==> config.mk <==
export PLATFORM = sky130hd
export DESIGN_NAME = round_robin_slice_scheduler_core_flat
export DESIGN_NICKNAME = d
export VERILOG_FILES = /design/src/rtl/rrs_pkg.sv /design/src/rtl/rrs_cmd_if.sv /design/src/rtl/rrs_rsp_if.sv /design/src/rtl/rrs_ram.sv /design/src/rtl/rrs_ctrl.sv /design/src/rtl/rrs_datapath.sv /design/src/rtl/round_robin_slice_scheduler_core.sv /design/src/flat_wrapper.sv
export VERILOG_INCLUDE_DIRS = /design/src /design/src/rtl
export SDC_FILE = /design/constraint.sdc
export NUM_CORES = 1
export LEC_CHECK = 0
export BUFFER_PORTS_ARGS = -buffer_cell sky130_fd_sc_hd__buf_2
export CORE_ASPECT_RATIO = 1.5
export CORE_MARGIN = 2
export CORE_UTILIZATION = 30
export CTS_CLUSTER_DIAMETER = 60
export CTS_CLUSTER_SIZE = 16
export DETAILED_ROUTE_END_ITERATION = 10
export PLACE_DENSITY_LB_ADDON = 0.2
export SLEW_MARGIN = 20
export SYNTH_ARGS = -nofsm -noshare
export SYNTH_HDL_FRONTEND = slang
export SYNTH_SLANG_ARGS = --single-unit
export TNS_END_PERCENT = 100
==> constraint.sdc <==
create_clock -name clk -period 11.2 [get_ports clk]
set_input_delay 3.36 -clock clk [delete_from_list [all_inputs] [get_ports clk]]
set_output_delay 3.36 -clock clk [all_outputs]
set_load 0.02 [all_outputs]
==> src/rtl/assert_macros.svh <==
// Assertion macros shared by the RTL that checks itself.
// Every macro samples on clk and stays quiet while arst_n is low.
`ifndef ASSERT_MACROS_SVH
`define ASSERT_MACROS_SVH

// Property that must hold at every sampled edge out of reset.
`define ASSERT_RST(label, prop, msg) \
	label: assert property (@(posedge clk) disable iff (!arst_n) prop) else $error(msg);

// Condition that must never be seen out of reset.
`define ASSERT_NEVER(label, expr, msg) \
	label: assert property (@(posedge clk) disable iff (!arst_n) !(expr)) else $error(msg);

`endif

==> src/rtl/rrs_pkg.sv <==
// Shared types and constants of the round-robin slice scheduler.
// No dependencies; the interfaces, controller, datapath, core and testbench import it.
package rrs_pkg;

	localparam int ID_W      = 8;
	localparam int JOB_TIME_W = 16;
	localparam int QUANTUM_W = 16;
	localparam int SLICE_W   = 16;
	localparam int JOBS_W    = 5;
	localparam int STATUS_W  = 3;

	localparam logic [QUANTUM_W-1:0] QUANTUM_RESET = 16'd10;

	localparam logic OP_ENQUEUE  = 1'b0;
	localparam logic OP_DISPATCH = 1'b1;

	typedef enum logic [STATUS_W-1:0] {
		ST_ACCEPTED     = 3'd0,
		ST_FULL_DROPPED = 3'd1,
		ST_REQUEUED     = 3'd2,
		ST_COMPLETED    = 3'd3,
		ST_EMPTY        = 3'd4
	} status_t;

	// Controller to datapath.
	typedef struct packed {
		logic accept_enq;
		logic accept_deq;
		logic finish_deq;
	} rrs_ctl_t;

	// Datapath to controller.
	typedef struct packed {
		logic full;
		logic empty;
	} rrs_sts_t;

endpackage

==> src/rtl/rrs_cmd_if.sv <==
// Command channel of the slice scheduler: valid/ready plus one item.
// Depends on rrs_pkg for field widths.
interface rrs_cmd_if import rrs_pkg::*; ();
	logic                  valid;
	logic                  ready;
	logic                  operation;
	logic [ID_W-1:0]       job_id;
	logic [JOB_TIME_W-1:0] job_time;

	modport source (output valid, output operation, output job_id, output job_time,
		input ready);
	modport sink (input valid, input operation, input job_id, input job_time,
		output ready);
endinterface

==> src/rtl/rrs_rsp_if.sv <==
// Result channel of the slice scheduler: valid/ready plus one result.
// Depends on rrs_pkg for field widths.
interface rrs_rsp_if import rrs_pkg::*; ();
	logic                valid;
	logic                ready;
	logic [STATUS_W-1:0] status;
	logic [ID_W-1:0]     served_id;
	logic [SLICE_W-1:0]  slice_time;
	logic [SLICE_W-1:0]  time_left;
	logic [JOBS_W-1:0]   jobs_waiting;

	modport source (output valid, output status, output served_id, output slice_time,
		output time_left, output jobs_waiting, input ready);
	modport sink (input valid, input status, input served_id, input slice_time,
		input time_left, input jobs_waiting, output ready);
endinterface

==> src/rtl/rrs_ram.sv <==
// Generic single-write, single-read RAM with registered read data.
// No dependencies; contents are undefined until written.
module rrs_ram #(
	parameter int WIDTH = 24,
	parameter int DEPTH = 16
) (
	input  logic                     clk,
	input  logic                     we,
	input  logic [$clog2(DEPTH)-1:0] waddr,
	input  logic [WIDTH-1:0]         wdata,
	input  logic                     re,
	input  logic [$clog2(DEPTH)-1:0] raddr,
	output logic [WIDTH-1:0]         rdata
);

	logic [WIDTH-1:0] mem [DEPTH];

	always_ff @(posedge clk) begin
		if (we) begin
			mem[waddr] <= wdata;
		end
		// hold read data until the next read
		if (re) begin
			rdata <= mem[raddr];
		end
	end

endmodule

==> src/rtl/rrs_ctrl.sv <==
// Controller of the slice scheduler: handshakes and dispatch sequencing.
// Depends on rrs_pkg for the command and status structs.
module rrs_ctrl import rrs_pkg::*; (
	input  logic     clk,
	input  logic     arst_n,
	input  logic     cmd_valid,
	input  logic     cmd_operation,
	output logic     cmd_ready,
	input  logic     rsp_ready,
	output logic     rsp_valid,
	input  rrs_sts_t sts,
	output rrs_ctl_t ctl
);

	typedef enum logic {
		S_IDLE,
		S_READ
	} state_t;

	state_t state_q;
	logic   rsp_valid_q;
	logic   out_free;
	logic   accept;

	always_comb begin
		out_free       = !rsp_valid_q || rsp_ready;
		cmd_ready      = (state_q == S_IDLE) && out_free;
		accept         = cmd_valid && cmd_ready;
		ctl.accept_enq = accept && (cmd_operation == OP_ENQUEUE);
		ctl.accept_deq = accept && (cmd_operation == OP_DISPATCH);
		ctl.finish_deq = (state_q == S_READ) && out_free;
	end

	assign rsp_valid = rsp_valid_q;

	always_ff @(posedge clk or negedge arst_n) begin
		if (!arst_n) begin
			state_q     <= S_IDLE;
			rsp_valid_q <= 1'b0;
		end else begin
			if (ctl.accept_enq || ctl.finish_deq || (ctl.accept_deq && sts.empty)) begin
				rsp_valid_q <= 1'b1;
			end else if (rsp_ready) begin
				rsp_valid_q <= 1'b0;
			end
			case (state_q)
				S_IDLE: begin
					// wait in S_READ for the head entry to come out of the registered RAM read
					if (ctl.accept_deq && !sts.empty) begin
						state_q <= S_READ;
					end
				end
				S_READ: begin
					if (ctl.finish_deq) begin
						state_q <= S_IDLE;
					end
				end
				default: begin
					state_q <= S_IDLE;
				end
			endcase
		end
	end

endmodule

==> src/rtl/rrs_datapath.sv <==
// Datapath of the slice scheduler: job ring, pointers, quantum and result register.
// Depends on rrs_pkg and rrs_ram.
module rrs_datapath import rrs_pkg::*; #(
	parameter int QUEUE_DEPTH = 16,
	parameter int TIME_BITS   = 16
) (
	input  logic                  clk,
	input  logic                  arst_n,
	input  rrs_ctl_t              ctl,
	output rrs_sts_t              sts,
	input  logic [ID_W-1:0]       cmd_job_id,
	input  logic [JOB_TIME_W-1:0] cmd_job_time,
	input  logic                  quantum_we,
	input  logic [QUANTUM_W-1:0]  quantum_wdata,
	output logic [STATUS_W-1:0]   rsp_status,
	output logic [ID_W-1:0]       rsp_served_id,
	output logic [SLICE_W-1:0]    rsp_slice_time,
	output logic [SLICE_W-1:0]    rsp_time_left,
	output logic [JOBS_W-1:0]     rsp_jobs_waiting
);

	localparam int IW = $clog2(QUEUE_DEPTH);
	localparam int OW = $clog2(QUEUE_DEPTH + 1);
	localparam int CW = (TIME_BITS > QUANTUM_W) ? TIME_BITS : QUANTUM_W;
	localparam int MW = ID_W + TIME_BITS;

	logic [IW-1:0]        head_q, tail_q, head_next, tail_next;
	logic [OW-1:0]        occ_q, occ_inc, occ_dec, jobs_sel;
	logic [QUANTUM_W-1:0] quantum_q;

	logic                 ram_we, ram_re;
	logic [MW-1:0]        ram_wdata, ram_rdata;

	logic [ID_W-1:0]      rd_id;
	logic [TIME_BITS-1:0] rd_time;
	logic [CW-1:0]        ht_c, q_c, left_c;
	logic                 requeue;
	logic [TIME_BITS+JOB_TIME_W-1:0] job_ext;
	logic [OW+JOBS_W-1:0] jobs_ext;

	status_t              status_d;
	logic [ID_W-1:0]      served_d;
	logic [SLICE_W-1:0]   slice_d, left_d;
	logic                 load;

	rrs_ram #(
		.WIDTH (MW),
		.DEPTH (QUEUE_DEPTH)
	) u_ring (
		.clk   (clk),
		.we    (ram_we),
		.waddr (tail_q),
		.wdata (ram_wdata),
		.re    (ram_re),
		.raddr (head_q),
		.rdata (ram_rdata)
	);

	always_comb begin
		sts.full  = (occ_q == OW'(QUEUE_DEPTH));
		sts.empty = (occ_q == '0);

		head_next = (head_q == IW'(QUEUE_DEPTH - 1)) ? '0 : head_q + 1'b1;
		tail_next = (tail_q == IW'(QUEUE_DEPTH - 1)) ? '0 : tail_q + 1'b1;
		occ_inc   = occ_q + 1'b1;
		occ_dec   = occ_q - 1'b1;

		rd_id   = ram_rdata[MW-1:TIME_BITS];
		rd_time = ram_rdata[TIME_BITS-1:0];
		ht_c    = CW'(rd_time);
		q_c     = CW'(quantum_q);
		requeue = ht_c > q_c;
		left_c  = ht_c - q_c;

		// keep the low TIME_BITS of the incoming run time
		job_ext = {{TIME_BITS{1'b0}}, cmd_job_time};

		ram_re    = ctl.accept_deq && !sts.empty;
		ram_we    = (ctl.accept_enq && !sts.full) || (ctl.finish_deq && requeue);
		ram_wdata = ctl.finish_deq ? {rd_id, left_c[TIME_BITS-1:0]}
			: {cmd_job_id, job_ext[TIME_BITS-1:0]};

		load     = ctl.accept_enq || ctl.finish_deq || (ctl.accept_deq && sts.empty);
		served_d = '0;
		slice_d  = '0;
		left_d   = '0;
		jobs_sel = occ_q;
		if (ctl.finish_deq) begin
			status_d = requeue ? ST_REQUEUED : ST_COMPLETED;
			served_d = rd_id;
			slice_d  = requeue ? quantum_q : ht_c[SLICE_W-1:0];
			left_d   = requeue ? left_c[SLICE_W-1:0] : '0;
			jobs_sel = requeue ? occ_q : occ_dec;
		end else if (ctl.accept_enq) begin
			status_d = sts.full ? ST_FULL_DROPPED : ST_ACCEPTED;
			jobs_sel = sts.full ? occ_q : occ_inc;
		end else begin
			status_d = ST_EMPTY;
		end
		jobs_ext = {{JOBS_W{1'b0}}, jobs_sel};
	end

	always_ff @(posedge clk or negedge arst_n) begin
		if (!arst_n) begin
			head_q    <= '0;
			tail_q    <= '0;
			occ_q     <= '0;
			quantum_q <= QUANTUM_RESET;
		end else begin
			if (quantum_we) begin
				quantum_q <= quantum_wdata;
			end
			if (ctl.accept_enq && !sts.full) begin
				tail_q <= tail_next;
				occ_q  <= occ_inc;
			end
			if (ctl.finish_deq) begin
				head_q <= head_next;
				// requeue keeps the count: one job out at the head, one back at the tail
				if (requeue) begin
					tail_q <= tail_next;
				end else begin
					occ_q <= occ_dec;
				end
			end
		end
	end

	always_ff @(posedge clk) begin
		if (load) begin
			rsp_status       <= status_d;
			rsp_served_id    <= served_d;
			rsp_slice_time   <= slice_d;
			rsp_time_left    <= left_d;
			rsp_jobs_waiting <= jobs_ext[JOBS_W-1:0];
		end
	end

endmodule

==> src/rtl/round_robin_slice_scheduler_core.sv <==
// Round-robin time-slice scheduler. An enqueue beat on cmd stores a job at the tail
// of a QUEUE_DEPTH-entry ring (or reports it dropped when full); a dispatch beat
// serves the head job for at most one quantum and requeues it if time is left.
// Every command beat yields one result beat on rsp. An enqueue, or a dispatch on an
// empty ring, loads its result straight into the output register; a dispatch of a
// job passes the registered RAM read, then compare, subtract and requeue. Results
// sit in an output register, so a new command is taken as the pending result leaves.
// The quantum register resets to 10 and is written through quantum_we/quantum_wdata.
// Depends on rrs_pkg, rrs_cmd_if, rrs_rsp_if, rrs_ram, rrs_ctrl and rrs_datapath.
module round_robin_slice_scheduler_core import rrs_pkg::*; #(
	parameter int QUEUE_DEPTH = 16,
	parameter int TIME_BITS   = 16
) (
	input  logic                 clk,
	input  logic                 arst_n,
	rrs_cmd_if.sink              cmd,
	rrs_rsp_if.source            rsp,
	input  logic                 quantum_we,
	input  logic [QUANTUM_W-1:0] quantum_wdata
);

	`include "assert_macros.svh"

	localparam logic [JOBS_W-1:0] DEPTH_JOBS = JOBS_W'(QUEUE_DEPTH);

	rrs_ctl_t ctl;
	rrs_sts_t sts;

	rrs_ctrl u_ctrl (
		.clk           (clk),
		.arst_n        (arst_n),
		.cmd_valid     (cmd.valid),
		.cmd_operation (cmd.operation),
		.cmd_ready     (cmd.ready),
		.rsp_ready     (rsp.ready),
		.rsp_valid     (rsp.valid),
		.sts           (sts),
		.ctl           (ctl)
	);

	rrs_datapath #(
		.QUEUE_DEPTH (QUEUE_DEPTH),
		.TIME_BITS   (TIME_BITS)
	) u_datapath (
		.clk              (clk),
		.arst_n           (arst_n),
		.ctl              (ctl),
		.sts              (sts),
		.cmd_job_id       (cmd.job_id),
		.cmd_job_time     (cmd.job_time),
		.quantum_we       (quantum_we),
		.quantum_wdata    (quantum_wdata),
		.rsp_status       (rsp.status),
		.rsp_served_id    (rsp.served_id),
		.rsp_slice_time   (rsp.slice_time),
		.rsp_time_left    (rsp.time_left),
		.rsp_jobs_waiting (rsp.jobs_waiting)
	);

	`ASSERT_NEVER(a_full_and_empty, sts.full && sts.empty, "ring reports full and empty")
	`ASSERT_RST(a_enq_result_next, cmd.valid && cmd.ready && cmd.operation == OP_ENQUEUE |=> rsp.valid, "enqueue beat gave no result")
	`ASSERT_RST(a_empty_count, rsp.valid && rsp.status == ST_EMPTY |-> rsp.jobs_waiting == '0, "empty result with jobs waiting")
	`ASSERT_RST(a_full_count, rsp.valid && rsp.status == ST_FULL_DROPPED |-> rsp.jobs_waiting == DEPTH_JOBS, "drop reported below full")

endmodule

==> src/flat_wrapper.sv <==
// flat-port wrapper written by rule: the top's interface ports become plain ports
module round_robin_slice_scheduler_core_flat import rrs_pkg::*;
#(
	parameter int QUEUE_DEPTH = 16,
	parameter int TIME_BITS   = 16
)
  (clk, arst_n, quantum_we, quantum_wdata, cmd_valid, cmd_operation, cmd_job_id, cmd_job_time, cmd_ready, rsp_valid, rsp_status, rsp_served_id, rsp_slice_time, rsp_time_left, rsp_jobs_waiting, rsp_ready);
  rrs_cmd_if cmd_i ();
  rrs_rsp_if rsp_i ();
  input  logic clk;
  input  logic arst_n;
  input  logic quantum_we;
  input  logic [QUANTUM_W-1:0] quantum_wdata;
  input wire logic [$bits(cmd_i.valid)-1:0] cmd_valid;
  input wire logic [$bits(cmd_i.operation)-1:0] cmd_operation;
  input wire logic [$bits(cmd_i.job_id)-1:0] cmd_job_id;
  input wire logic [$bits(cmd_i.job_time)-1:0] cmd_job_time;
  output wire logic [$bits(cmd_i.ready)-1:0] cmd_ready;
  output wire logic [$bits(rsp_i.valid)-1:0] rsp_valid;
  output wire logic [$bits(rsp_i.status)-1:0] rsp_status;
  output wire logic [$bits(rsp_i.served_id)-1:0] rsp_served_id;
  output wire logic [$bits(rsp_i.slice_time)-1:0] rsp_slice_time;
  output wire logic [$bits(rsp_i.time_left)-1:0] rsp_time_left;
  output wire logic [$bits(rsp_i.jobs_waiting)-1:0] rsp_jobs_waiting;
  input wire logic [$bits(rsp_i.ready)-1:0] rsp_ready;
  assign cmd_i.valid = cmd_valid;
  assign cmd_i.operation = cmd_operation;
  assign cmd_i.job_id = cmd_job_id;
  assign cmd_i.job_time = cmd_job_time;
  assign cmd_ready = cmd_i.ready;
  assign rsp_valid = rsp_i.valid;
  assign rsp_status = rsp_i.status;
  assign rsp_served_id = rsp_i.served_id;
  assign rsp_slice_time = rsp_i.slice_time;
  assign rsp_time_left = rsp_i.time_left;
  assign rsp_jobs_waiting = rsp_i.jobs_waiting;
  assign rsp_i.ready = rsp_ready;
  round_robin_slice_scheduler_core #(.QUEUE_DEPTH(QUEUE_DEPTH), .TIME_BITS(TIME_BITS)) u_core (.clk(clk), .arst_n(arst_n), .cmd(cmd_i), .rsp(rsp_i), .quantum_we(quantum_we), .quantum_wdata(quantum_wdata));
endmodule
Yosys cells after proc, flatten, opt, wreduce, memory -nomap -nowiden

Memories as Yosys holds them, arrays and structs flattened. A register that Yosys moved wholly into a read port is not among the register bits.
Cells that the tools add are included.

Bits in registers: 79
Latch bits: 0
RAM bits: 384
Memory bits (read-only): 0
Input bits: 46
Output and inout port bits: 50
Logic and storage cells: 67
Memories: 1

Add/sub/neg operators: 5
Multiply operators: 0
Divide/modulo/power cells: 0
$lt $le $gt $ge: 1
Equal/unequal tests: 3
Shift-type cells: 0
Multiplexer cells: 25
Bitwise gates (word level): 2
Reductions and logical operators: 19

Memory list:

| memory                       | words | width | rd ports | clocked after memory_dff | wr ports | line          | text |
|---|---|---|---|---|---|---|---|
| u_core.u_datapath.u_ring.mem | 16    | 24    | 1        | 1                        | 1        | rrs_ram.sv:16 | `logic [WIDTH-1:0] mem [DEPTH];` |

Operators by type and width:

| cell                                              | count |
|---|---|
| 2-to-1 mux 5 bit                                  | 7 |
| 2-to-1 mux 24 bit                                 | 1 |
| 2-to-1 mux 4 bit                                  | 5 |
| greater-than comparator 16 bit                    | 1 |
| 2-to-1 mux 16 bit                                 | 1 |
| subtractor 16 bit                                 | 1 |
| logical AND 1 bit                                 | 9 |
| adder 4 x 1 -> 4 bit (second input constant)      | 2 |
| == test 4 bit (second input constant)             | 2 |
| 2-to-1 mux 1 bit                                  | 8 |
| 2-to-1 mux 3 bit                                  | 2 |
| adder 5 x 1 -> 5 bit (second input constant)      | 1 |
| == test 5 bit (second input constant)             | 1 |
| logical NOT 5 bit                                 | 1 |
| subtractor 5 x 1 -> 5 bit (second input constant) | 1 |
| logical OR 1 bit                                  | 4 |
| logical NOT 1 bit                                 | 3 |
| NOT 1 bit                                         | 2 |
| case mux 1 bit (2 select lines)                   | 1 |
| AND reduction 2 bit                               | 1 |
| nonzero test 2 bit                                | 1 |

Longest topological paths before layout

Gate-level depths: netlist of run 1.

Word-level depth: 9
Mapped depth: 10
Depth with buffers taken out: 9

Modules after synthesis

Synthesis of run 1 repeated with hierarchy kept, for this count alone.

Cells, all modules: 1095
Area total of the unflattened synthesis: 19742.7 um2

By module, submodules not included:

| module       | times used | cells an instance | area each (um2) | sequential area each (um2) |
|---|---|---|---|---|
| rrs_ram      | 1          | 636               | 15170.8         | 12251.8 |
| rrs_datapath | 1          | 447               | 4444.3          | 2169.6 |
| rrs_ctrl     | 1          | 12                | 127.6           | 50.0 |

Worst setup path after synthesis of run 1

OpenSTA, ideal clock, no wires.

Path kind: input port to output port
Start point: input rsp_ready
End point: output cmd_ready
Arrival: 3.759 ns
Data required time: 7.840 ns
Setup slack: 4.081 ns
Cell stages on the path: 2
Path buffers: 0
Cells stage by stage: nor2b_1 > nor2_1

Longest elaborated chain between the ends: 2

Ends and longest elaborated chain:

| element           | line               | text |
|---|---|---|
| from (decl)       | flat_wrapper.sv:25 | `input wire logic [$bits(rsp_i.ready)-1:0] rsp_ready;` |
| logical OR 1 bit  | rrs_ctrl.sv:26     | `out_free = !rsp_valid_q \|\| rsp_ready;` |
| logical AND 1 bit | rrs_ctrl.sv:27     | `cmd_ready = (state_q == S_IDLE) && out_free;` |
| to (decl)         | flat_wrapper.sv:18 | `output wire logic [$bits(cmd_i.ready)-1:0] cmd_ready;` |

Every way passes these cells.

Worst setup path in the final report of run 1

Same ends and word-level chain as after synthesis.

==> results of run 1 <==
per-stage QoR:
stage / hold WS, ns / util, %
6_report: 0.530 / 34.5
2_1_floorplan: 0.486 / -
5_1_grt: 0.554 / 34.5
4_1_cts: 0.531 / 34.5
3_3_place_gp: 0.512 / 32.8
3_5_place_dp: 0.530 / 32.8
final cells by class:
| cell class | count | area, sq um |
|---|---|---|
| multi-input cells | 622 | 5180 |
| inverters | 28 | 105 |
| fillers | 6277 | 43100 |
| repair buffers | 128 | 736 |
| clock buffers | 46 | 1000 |
| flip-flops and latches | 487 | 14500 |
| clock inverters | 7 | 72.6 |
| diodes | 1 | 2.50 |
| well taps | 877 | 1100 |
metal layers:
metal  global-route usage (%)  share of wire [%]  vias to the layer above
li1                         -                  -                     4908
met1                     16.9                 40                     5570
met2                     27.7                 54                      199
met3                     1.65                2.7                       70
met4                     5.22                3.1                        0
met5                        0                  0                        -
final timing paths:
kind / cells after the start / slack (ns) / end / startpoint
max: 4 / 3.74 / cmd_ready / rsp_ready
min: 2 / 0.53 / u_core.u_datapath.q_c[3] / u_core.u_datapath.q_c[3]
max reg2reg: 10 / 6.98 / u_core.u_datapath.u_ring.mem[13][9] / u_core.u_datapath.u_ring.rdata[0]
min reg2reg: 2 / 0.53 / u_core.u_datapath.q_c[3] / u_core.u_datapath.q_c[3]
max in group asynchronous: 1 / 7.60 / u_core.u_datapath.head_q[0] / arst_n
min in group asynchronous: 1 / 2.93 / u_core.u_datapath.q_c[10] / arst_n
power groups by stage:
stage / Clock, W / Combinational, W / Sequential [W]
after global routing: 0.00136 / 0.00161 / 0.00240
after floorplan: 0 / 0.000986 / 0.00243
after CTS: 0.00131 / 0.00150 / 0.00238
after detailed placement: 0 / 0.00150 / 0.00242
final: 0.00126 / 0.00148 / 0.00238
after global placement: 0 / 0.00149 / 0.00242
registers in the layout, summed over array words and instances (netlist names):
| name | flops |
|---|---|
| u_core.u_datapath.rsp_slice_time | 16 |
| u_core.u_datapath.rsp_served_id | 8 |
| u_core.u_datapath.u_ring.rdata | 24 |
| u_core.u_ctrl.state_q | 1 |
| u_core.u_datapath.u_ring.mem | 384 |
| u_core.u_datapath.rsp_status | 3 |
| u_core.u_datapath.rsp_time_left | 16 |
| u_core.u_datapath.q_c | 16 |
| u_core.u_ctrl.rsp_valid | 1 |
| u_core.u_datapath.occ_q | 5 |
| u_core.u_datapath.tail_q | 4 |
| u_core.u_datapath.rsp_jobs_waiting | 5 |
| u_core.u_datapath.head_q | 4 |
logic make-up (layout without fill, tap and decap cells):
kind of cell,Yosys count,after routing,synth area share [%]
simple gates,185,185,4.39
fa+ha+maj,24,24,1.54
flops,487,487,72.5
mux,168,168,11.6
compound gates,228,228,7.48
buf+inv,86,209,1.75
other cells,0,1,0
xor+xnor,17,17,0.746
synthesized netlist by cell type (3+ instances only):
cell type | n | area, sq um
nand3_1 | 3 | 15.0
a221oi_1 | 25 | 219
buf_1 | 3 | 11.3
mux2_2 | 29 | 327
o21ai_0 | 72 | 360
xnor2_1 | 11 | 96.3
nor2_1 | 33 | 124
o221ai_1 | 3 | 26.3
nand4_1 | 5 | 31.3
a22oi_1 | 24 | 180
a21o_1 | 19 | 143
dfrtp_1 | 29 | 726
edfxtp_1 | 456 | 13700
a211o_1 | 3 | 26.3
and2_1 | 8 | 50.1
mux2i_1 | 91 | 911
a21oi_1 | 50 | 250
a311oi_1 | 3 | 26.3
mux4_2 | 48 | 1080
ha_1 | 23 | 288
o31ai_1 | 3 | 22.5
buf_2 | 19 | 95.1
nand2b_1 | 4 | 25.0
clkbuf_1 | 35 | 131
o21a_1 | 5 | 37.5
and3_1 | 18 | 113
inv_1 | 28 | 105
xor2_1 | 6 | 52.6
nor3_1 | 7 | 35.0
nor2b_1 | 8 | 50.1
nand2_1 | 87 | 327
worst min-delay path, delay by kind of cell (launching register included):
family	cells	cell delay (ns)
DFF	1	0.37
buffers and inverters	1	0.07
AOI/OAI and AO/OA	1	0.08
==> flow_summary.yaml, run 1 <==
outcome:
  status: "complete, no violations"
power:
  switchingPower_w: 0.00164
  clock_power_share_pct: 24.7
  p_seq_share_pct: 46.5
  intPower_w: 0.00348
  pwr-share-comb_pct: 28.9
  fin_total_pwr_w: 0.00513
  leakage_nw: 7.82
  switching_share_pct: 32.1
  ir_drop_mv: 0.188
  power_density_mw_per_mm2: 226
sta:
  drv_slew: 0
  worst_pin_slew_ns: 1.08
  setup_ws_ns: 3.74
  slew_headroom_pct: 28.2
  fin_crit_sh_pct: 66.6
  fin_skew_ns: 0.0223
  hold_viol: 0
  finalSetupTns_ns: 0
  min_period_ns: 7.46
  rsz0062_at_grt: "false"
  timing.fmax_ghz: 0.134
  setup_viol: 0
synthesis:
  yosys_register_bits: 487
  syn_inst: 1195
  async_flop_share_pct: 6.37
  synth-edff-count: 456
  ys.flop_type: "edfxtp_1"
  ys_types: 59
  synth_seq_area_share_pct: 72.5
  syn_area_sq_mm: 0.0200
  yosysWarnings: 0
  syn-num-nets: 1265
  synth_area_per_cell_sq_um: 16.7
routing:
  ant_nets: 0
  drt_first_iter_violations: 759
  firstDrtPassIters: 5
  vias: 10700
  drt_wl_total_microns: 50600
  drt-wirelength-per-cell_microns: 23.1
  avgViaCountPerCell: 4.89
  drc: 0
clock_network:
  cts_htree_levels: 2
  ctsHoldBuffers: 0
  cts_tree: "done"
  clk_path_buf_depth: 3
  numCtsBuffers: 37
  ctsResizeCount: 0
  cts_setup_buffers: 0
  path_clk_slew_ns: 0.07
  root_buffer: "clkbuf_16"
  clkLatencyLatePin_ns: 0.55
  cts_num_sinks: 487
die:
  io_pins: 96
  die_w_microns: 215
  die_y_microns: 320
  core_sq_mm: 0.0658
  initial_core_util_pct: 30.4
  dieArea_sq_mm: 0.0687
  row_count: 115
placement:
  dp_slack_ns: 3.73
  dp_cells: 2142
  post-dp-hpwl_microns: 31400
  port_buffers: 95
  gp_congestion: 0.812
  dpl-instance-area_sq_mm: 0.0216
setup_path:
  crit_family: "simple AND/OR/NAND/NOR gates"
  cp_common_cell: "buf_2"
  crit_fanout: 4
  critPathKind: "input port to output pin"
  cpMaxStageDelayCell: "nor2b_1"
  endpoint_kind: "output pin"
  slowest_delay_ns: 0.33
  path_buf_inv: 2
  crit_arrival_ns: 4.10
  path_cells: "buf_2 > nor2b_1 > nor2_1 > buf_2"
  start_kind: "input port"
  crit_required_ns: 7.84
cells_and_area:
  fin_cells: 2196
  drive_above_1_share_pct: 20.4
  final_nets: 1374
  design_area_sq_mm: 0.0227
  final_cell_mix: "edfxtp_1, buf_2, mux2i_1"
  area_growth_pct: 13.5
  layout_commonest_cell: "edfxtp_1"
global_routing:
  grtUsageTotal_pct: 14.6
  grt_pass1_vias: 11500
  grt_max_degree: 119
  grt_pass1_wl_microns: 75000
  antenna_found_initial: 0
  grt.overflow.total: 0
worst_hold_path:
  hold_class: "register to register"
flow_run:
  cap_violations: 0
Power figures use the tool's default switching activity.
==> inputs of run 2 (changes only) <==
ABC_AREA = 1   (was default)
clock period = 7.45 ns   (was 11.2 ns; I/O delays follow)
==> run 2 against run 1 <==
  * Non-clock buffer count shrank 6
  * Hold slack better by 0.0049 ns
  * Final area is 0.13% higher
  * Largest cell class unchanged
  * Highest routed layer is now met5
==> flow_summary.yaml, run 2 <==
clock_network:
  cts_htree_levels: 2
  clkLatencyLatePin_ns: 0.54
  cts_num_sinks: 487
  numCtsBuffers: 37
  cts_setup_buffers: 0
  path_clk_slew_ns: 0.07
  root_buffer: "clkbuf_16"
  ctsHoldBuffers: 0
  cts_tree: "done"
  clk_path_buf_depth: 3
  ctsResizeCount: 0
synthesis:
  synth_area_leaders: "edfxtp_1, nand2_1, o21ai_0"
  synth-simple-area-share_pct: 13.1
  synth.top_cell.area_share_pct: 68.0
  synth_seq_area_share_pct: 71.8
  synthXorXnorAreaFrac_pct: 0.435
  synth_common_cells: "edfxtp_1, nand2_1, nor2_1"
  syn_area_sq_mm: 0.0202
  synth_area_per_cell_sq_um: 12.0
  synth_compound_area_share_pct: 9.48
  synth.most_common_cell: "edfxtp_1"
  synth-edff-count: 456
  synth_top_family_by_area: "simple AND/OR/NAND/NOR gates"
  syn-num-nets: 1747
  async_flop_share_pct: 6.37
  synth_top_area_cell: "edfxtp_1"
  ys.flop_type: "edfxtp_1"
  ys_types: 41
  yosys_register_bits: 487
  syn_inst: 1677
  muxShareOfSynthArea_pct: 0.0559
  yosysWarnings: 0
  synthAdderAreaFrac_pct: 1.53
routing:
  drt_first_iter_violations: 997
  ant_nets: 0
  drt-wirelength-per-cell_microns: 21.1
  drc: 0
  vias: 12800
  firstDrtPassIters: 5
  drt_wl_total_microns: 55900
  avgViaCountPerCell: 4.85
cells_and_area:
  layout_commonest_cell: "edfxtp_1"
  area_growth_pct: 12.7
  drive_above_1_share_pct: 11.8
  reg_top3: "u_core.u_datapath.u_ring.mem (384), u_core.u_datapath.u_ring.rdata (24)"
  diodes: 0
  final_cell_mix: "edfxtp_1, nand2_1, o21ai_0"
  fillCellCount: 6598
  largest-register: "u_core.u_datapath.u_ring.mem"
  largest_reg_flops: 384
  final_core_util_pct: 34.1
  final_nets: 1815
setup_path:
  cp-startpoint: "rsp_ready"
  slowest_delay_ns: 0.29
  crit_family: "buffers and inverters"
  cp_common_cell: "buf_2"
  start_kind: "input port"
  critPathKind: "input port to output pin"
  crit_fanout: 4
  path_cells: "buf_2 > inv_1 > a21oi_1 > buf_2"
  crit_arrival_ns: 2.87
  crit_required_ns: 5.22
  endpoint_kind: "output pin"
  cpMaxStageDelayCell: "a21oi_1"
  path_buf_inv: 3
  worstReg2RegStart: "u_core.u_datapath.q_c[0]"
outcome:
  status: "complete, no violations"
flow_run:
  cap_violations: 0
global_routing:
  grt_max_degree: 207
  grt_pass1_vias: 12800
  antenna_found_initial: 1
  grtUsageTotal_pct: 15.9
  grt.overflow.total: 0
  grt_pass1_wl_microns: 82400
placement:
  gp_congestion: 0.892
  post-dp-hpwl_microns: 33700
  dp_slack_ns: 2.35
  port_buffers: 95
power:
  power_density_mw_per_mm2: 390
  leakage_nw: 8.04
  ir_drop_mv: 0.327
  fin_total_pwr_w: 0.00885
die:
  dieArea_sq_mm: 0.0693
  io_pins: 96
  core_sq_mm: 0.0666
  die_w_microns: 216
  row_count: 116
  die_y_microns: 321
  initial_core_util_pct: 30.2
sta:
  hold_viol: 0
  drv_slew: 0
  worst_pin_slew_ns: 1.09
  min_period_ns: 5.11
  setup_viol: 0
  fin_skew_ns: 0.0163
  timing.fmax_ghz: 0.196
  finalSetupTns_ns: 0
  slew_headroom_pct: 27.2
  whs_ns: 0.535
  fin_crit_sh_pct: 68.6
  setup_ws_ns: 2.34
  rsz0062_at_grt: "false"
worst_hold_path:
  hold_class: "register to register"
  hp-start: "u_core.u_datapath.q_c[3]"
## run 2: cell types whose count changed after synthesis, moves of 25 or more
cell      before  now
a221oi_1      25    0
inv_1         28   78
mux2_2        29    1
mux2i_1       91    0
mux4_2        48    0
nand2_1       87  371
nand3_1        3   71
nor2_1        33  174
o21ai_0       72  172
o22ai_1        2   34
## run 2: cell families after synthesis
logic type | after synthesis
AND/OR/NAND/NOR | 649
XOR/XNOR | 10
AO/OA/AOI/OAI | 334
multiplexers | 1
adder cells (fa/ha/maj) | 24
flip-flops | 487
buffers and inverters | 172
## run 2: layout make-up
type                            instances  area, sq um  area share (%)
Sequential cell                       487        14500            63.8
Multi-Input combinational cell       1018         5090            22.4
Tap cell                              885         1110            4.88
Clock buffer                           46          960            4.23
Timing Repair Buffer                  122          691            3.04
Inverter                               79          299            1.32
Clock inverter                          8         76.3           0.336
## run 2: where the power goes
group | internal (W) | total, W | leakage [nW] | switching, W
Combinational | 0.000783 | 0.00316 | 3.00 | 0.00238
Clock | 0.000948 | 0.00188 | 0.502 | 0.000928
Sequential | 0.00369 | 0.00382 | 4.54 | 0.000127
Total | 0.00542 | 0.00885 | 8.04 | 0.00343
## run 2: final timing paths
kind,to,slack [ns],depth (start not counted)
worst min register to register,u_core.u_datapath.q_c[3],0.53,2
worst max-delay path,cmd_ready,2.34,4
max in group asynchronous,u_core.u_datapath.head_q[0],4.97,1
worst min-delay path,u_core.u_datapath.q_c[3],0.53,2
min in group asynchronous,u_core.u_datapath.occ_q[1],1.81,1
worst max register to register,u_core.u_datapath.u_ring.mem[1][22],3.72,13
## run 2: metal layers
| metal | track usage, % | vias up | share of wire [%] |
|---|---|---|---|
| met5 | 0 | - | 0.023 |
| met4 | 6.13 | 2 | 3.7 |
| met3 | 1.82 | 86 | 3.5 |
| met2 | 30.2 | 290 | 53 |
| met1 | 18.1 | 6373 | 39 |
| li1 | - | 6083 | - |
## run 2: per-stage QoR
stage	cell area [sq um]	cells
CTS	22700	2645
global placement	21700	2591
global route	22700	2645
detailed placement	21700	2591
finish	22700	2645
floorplan	20200	1677
## run 2: worst reg2reg max path, delay by kind of cell (launching register included)
family                   cells  cell delay [ns]
adder cells (fa/ha/maj)      2             0.62
buffers and inverters        1             0.07
flip-flops                   1             0.40
AND/OR/NAND/NOR             10             2.27
